### src/hw/rtl/assert_macros.svh
// Assertion macros shared by the RTL files.
`ifndef ASSERT_MACROS_SVH
`define ASSERT_MACROS_SVH
`ifndef SYNTH
`define ASSERT_IMPLIES(label, clk, rst_n, pre, post) \
  label: assert property (@(posedge clk) disable iff (!rst_n) (pre) |-> (post)) \
    else $error("assertion failed");
`define ASSERT_NEXT(label, clk, rst_n, pre, post) \
  label: assert property (@(posedge clk) disable iff (!rst_n) (pre) |=> (post)) \
    else $error("assertion failed");
`else
`define ASSERT_IMPLIES(label, clk, rst_n, pre, post)
`define ASSERT_NEXT(label, clk, rst_n, pre, post)
`endif
`endif

### src/hw/rtl/rtp_pkg.sv
// ----------------------------------------------------------------------------
// rtp_pkg
// Shared types and constants for the rotate, translate and project block.
// ----------------------------------------------------------------------------
package rtp_pkg;
  localparam int unsigned VertW   = 16;
  localparam int unsigned OutW    = 32;
  localparam int unsigned IrW     = 48;
  localparam int unsigned NumW    = 64;   // h * |ir|, at most 16 + 45 bits
  localparam int unsigned DenW    = 45;
  localparam int unsigned QuotW   = 50;   // 34 integer bits + 16 fraction bits
  localparam int unsigned CfgIdxW = 3;
  localparam int unsigned CfgW    = 64;
  localparam int unsigned QueueDepthDef = 4;

  typedef enum logic [CfgIdxW-1:0] {
    REG_ROT_ROW0 = 3'd0, REG_ROT_ROW1 = 3'd1, REG_ROT_ROW2 = 3'd2,
    REG_TRANS_X  = 3'd3, REG_TRANS_Y  = 3'd4, REG_TRANS_Z  = 3'd5,
    REG_PROJ_DIST = 3'd6, REG_SCREEN_OFS = 3'd7
  } cfg_reg_t;

  // Classified work handed from the front end to the divider back end.
  typedef struct packed {
    logic                   bad;      // zero or out of range depth
    logic [NumW-1:0]        num_x;
    logic [NumW-1:0]        num_y;
    logic                   neg_x;
    logic                   neg_y;
    logic [DenW-1:0]        den;
    logic signed [OutW-1:0] depth;
  } work_t;

  typedef struct packed {
    logic valid;
    logic ready;
  } hs_t;
endpackage

### src/hw/rtl/rtp_queue.sv
// ----------------------------------------------------------------------------
// rtp_queue
// Small queue decoupling the front end from the divider back end.
// ----------------------------------------------------------------------------
module rtp_queue #(
  parameter int unsigned Depth = rtp_pkg::QueueDepthDef
) (
  input  logic           clk,
  input  logic           rst_n,
  input  logic           wr_valid,
  output logic           wr_ready,
  input  rtp_pkg::work_t wr_data,
  output logic           rd_valid,
  input  logic           rd_ready,
  output rtp_pkg::work_t rd_data
);
  localparam int unsigned AW = (Depth > 1) ? $clog2(Depth) : 1;

  rtp_pkg::work_t mem_r [Depth];
  logic [AW-1:0]  wp_r, rp_r;
  logic [AW:0]    cnt_r;
  logic           wr, rd;

  assign wr_ready = cnt_r != (AW+1)'(Depth);
  assign rd_valid = cnt_r != '0;
  assign wr = wr_valid && wr_ready;
  assign rd = rd_valid && rd_ready;
  assign rd_data = mem_r[rp_r];

  always_ff @(posedge clk) begin
    if (!rst_n) begin
      wp_r <= '0; rp_r <= '0; cnt_r <= '0;
    end else begin
      if (wr) wp_r <= (wp_r == AW'(Depth-1)) ? '0 : wp_r + AW'(1);
      if (rd) rp_r <= (rp_r == AW'(Depth-1)) ? '0 : rp_r + AW'(1);
      cnt_r <= cnt_r + (AW+1)'(wr) - (AW+1)'(rd);
    end
  end

  always_ff @(posedge clk) begin
    if (wr) mem_r[wp_r] <= wr_data;
  end

  `include "assert_macros.svh"
  `ASSERT_IMPLIES(a_cnt, clk, rst_n, 1'b1, cnt_r <= (AW+1)'(Depth))
  `ASSERT_NEXT(a_fill, clk, rst_n, wr && !rd, cnt_r == $past(cnt_r) + (AW+1)'(1))
  `ASSERT_NEXT(a_drain, clk, rst_n, rd && !wr, cnt_r == $past(cnt_r) - (AW+1)'(1))
endmodule

### config.mk
export PLATFORM = sky130hd
export DESIGN_NAME = rtp_queue
export DESIGN_NICKNAME = d
export VERILOG_FILES = /design/src/hw/rtl/rtp_pkg.sv /design/src/hw/rtl/rtp_queue.sv
export VERILOG_INCLUDE_DIRS = /design/src /design/src/hw/rtl
export SDC_FILE = /design/constraint.sdc
export NUM_CORES = 1
export LEC_CHECK = 0
export BUFFER_PORTS_ARGS = -buffer_cell sky130_fd_sc_hd__buf_2
export CAP_MARGIN = 25
export CORE_MARGIN = 2
export CORE_UTILIZATION = 51
export DETAILED_ROUTE_END_ITERATION = 10
export PLACE_DENSITY_LB_ADDON = 0.15
export SETUP_SLACK_MARGIN = 0.15
export SYNTH_ARGS = -nofsm -noshare
export SYNTH_HDL_FRONTEND = slang
export SYNTH_SLANG_ARGS = --single-unit
### constraint.sdc
create_clock -name clk -period 6.6 [get_ports clk]
set_clock_uncertainty 0.2 [all_clocks]
set_input_delay 0.66 -clock clk [delete_from_list [all_inputs] [get_ports clk]]
set_output_delay 0.66 -clock clk [all_outputs]
set_load 0.02 [all_outputs]
==> run summary <==
Seq pwr share -> 46.3%
utilization after layout -> 60.99%
Starting Density -> 51.61%
WL met2 -> 28,830 um
Worst Setup End Kind -> output port
Int Pwr -> 10.33 mW
outcome -> complete, no violations
Sw Pwr -> 3.976 mW
row cnt -> 89
P per Cell Area -> 397.3 nW/um2
final hold slack -> 0.05023 ns
Setup Crit Path Kind -> register to output port
Cell variety after synth -> 26
initial antenna violation count -> 20
final worst-path cycle share -> 56.69%
CP Cell Sequence -> buf_4 -> mux4_2 -> buf_2
CTS Buffer Depth -> 3
slowest CP cell -> dfxtp_4
fmax -> 267.3 MHz
RSZ-0062 raised after global routing -> no
switching part of the total -> 27.80%
Final Wtd Congestion -> 0.7224
placed insts -> 2,300
die area -> 61,700 um2
Hold Fails Final Rpt -> 0
ratio of cells with drive above 1 in the final layout -> 45.53%
Pwr Total -> 14.30 mW
Routed Antenna Nets -> 0
global-route usage over all layers -> 19.02%
CTS tree -> built
DR pass1 iterations -> 5
Post-Syn Area -> 30,460 um2
Post-CTS Setup Bufs -> 0
Comb pwr share -> 23.0%
sequential share of the synthesized area -> 82.61%
HPWL Detailed -> 34,800 um
clock insertion delay at the later pin of the skew report -> 0.62 ns
warnings from Yosys -> 0
Overflow after GRT -> 0
io pins -> 422
Critical Path AT -> 2.88 ns
Final Non-Filler Cells -> 2,453
Worst Tran Pin Value -> 1.029 ns
ranking of synthesized cells by area -> edfxtp_1, mux4_2, dfxtp_1
Setup-failing EPs final -> 0
critical path fanouts, max -> 38
instance count of the mapped netlist -> 1,138
Clock Sink Count -> 841
Vias/cell -> 5.477
Synth Net Count -> 1,358
vias in the first global route -> 14,050
VDD IR max -> 0.3078 mV
Leak Pwr -> 11.92 nW
via count -> 13,440
total wire length -> 58,700 um
Setup TNS -> 0 ns
PostCTS Resize Cnt -> 0
M1 WL -> 22,840 um
Avg Inst Size Synth -> 26.77 um2
Hold Crit Class -> primary input to register
Worst path max stage delay -> 0.72 ns
met3 wire length -> 5652 um
DRC -> 0
area leader, netlist -> edfxtp_1
register bit total from synthesis -> 841
DR WL/cell -> 23.93 um
core footprint -> 59,020 um2
Reg clk slew, reported paths -> 0.06 ns
fin. max-slew vios -> 0
CTS root buffer -> clkbuf_16
Die W -> 248.4 um
minimum clock period -> 3.742 ns
post-synth top area share -> 82.02%
CTS H-tree lvls -> 3
hold_buf cts -> 0
number of max-cap violations -> 0
clock power share -> 30.7%
relative slew slack -> 31.39%
DR iter-0 viols -> 710
number of fill cells -> 4,127
TritonCTS Buffers -> 84
largest net degree at the start of global routing -> 149
Worst Path Required -> 5.74 ns
P&R area growth vs syn -> 18.16%
die height -> 248.4 um
buffers added on ports -> 421
CP Launch Type -> register
max layer used -> met5
Final #Nets -> 1,833
global-route wire length before repair -> 86,170 um
==> final timing paths <==
path	from	endpoint	slack [ns]	cells past startpoint
worst max register to register	cnt_r[1]$_SDFF_PN0_	mem_r[2][141]$_DFFE_PP_	3.70	3
worst min-delay path	wr_data[17]	mem_r[1][17]$_DFFE_PP_	0.05	1
worst max-delay path	register	rd_data[183]	2.86	3
worst min register to register	wp_r[1]$_SDFFE_PN0P_	wp_r[1]$_SDFFE_PN0P_	0.30	2
==> synth_stat cells <==
cell,number
mux2i_1,1
fa_1,1
o21ai_1,1
o31ai_1,1
nand4_1,1
nand3_1,2
buf_2,23
inv_1,6
ha_1,7
mux4_2,208
and2_4,1
clkbuf_2,1
or3_1,1
and2_1,2
edfxtp_1,832
nor2_1,2
clkbuf_1,1
buf_1,8
or3b_1,1
buf_6,15
nor2b_1,1
dfxtp_1,9
nand2_1,5
xnor2_1,2
o21ai_0,2
and3_1,4
==> state kept, by name (all words and copies together), names as in the netlist, named ones only <==
| name | flops |
|---|---|
| cnt_r | 3 |
| mem_r | 832 |
| rp_r | 2 |
| wp_r | 2 |
==> power by group through the flow <==
stage                     Sequential, mW  Clock [mW]  Combinational [mW]
after floorplan                     6.77           0                2.31
after global routing                6.67        4.70                3.52
after CTS                           6.63        4.51                3.37
after global placement              6.71           0                3.35
after detailed placement            6.74           0                3.36
final                               6.62        4.40                3.28
==> layout by cell type, fill, tap and decap left out, types with 6 or more instances in the layout <==
master,synthesis,layout
clkinv_2,0,10
mux4_2,208,208
clkbuf_1,1,24
clkinv_1,0,9
clkbuf_16,0,84
inv_1,6,6
buf_12,0,8
edfxtp_1,832,832
buf_4,0,8
ha_1,7,7
diode_2,0,13
buf_2,23,421
dfxtp_1,9,7
==> logic make-up after synthesis <==
| logic type | after synthesis | synth area share, % |
|---|---|---|
| buffers and inverters | 54 | 1.134 |
| DFF | 841 | 82.61 |
| muxes | 209 | 15.41 |
| AOI/OAI and AO/OA | 4 | 0.07393 |
| and+or+nand+nor | 20 | 0.3615 |
| xor gates and xnor gates | 2 | 0.05751 |
| adders and majority gates | 8 | 0.3532 |
==> layer usage <==
layer	global-route usage, %	up-vias
met3	7.488	113
met2	30.15	394
met1	24.72	6997
met5	0	-
met4	5.252	24
li1	-	5907
==> cell type report <==
class	count	area, um2	share of cell area [%]
inverters	6	22.52	0.06257
well taps	773	967.2	2.687
flip-flops and latches	841	25170	69.93
repair buffers	437	2327	6.466
clock inverters	32	309.0	0.8586
diodes	13	32.53	0.09038
multi-input cells	243	4972	13.81
clock buffers	108	2192	6.090
==> critical path: cells and delay by family, from the launching register on <==
kind	cells	cell delay, ns
muxes	1	0.61
DFF	1	0.72
buffers and inverters	2	0.89
==> metrics by stage <==
stage               cell area (um2)  setup slack [ns]
detailed placement            33460             3.394
finish                        35990             2.858
global placement              33460             3.416
global route                  35970             2.601
floorplan                     30460            0.2433
CTS                           35960             2.714
Note: power is estimated with default switching activity, not from simulation.
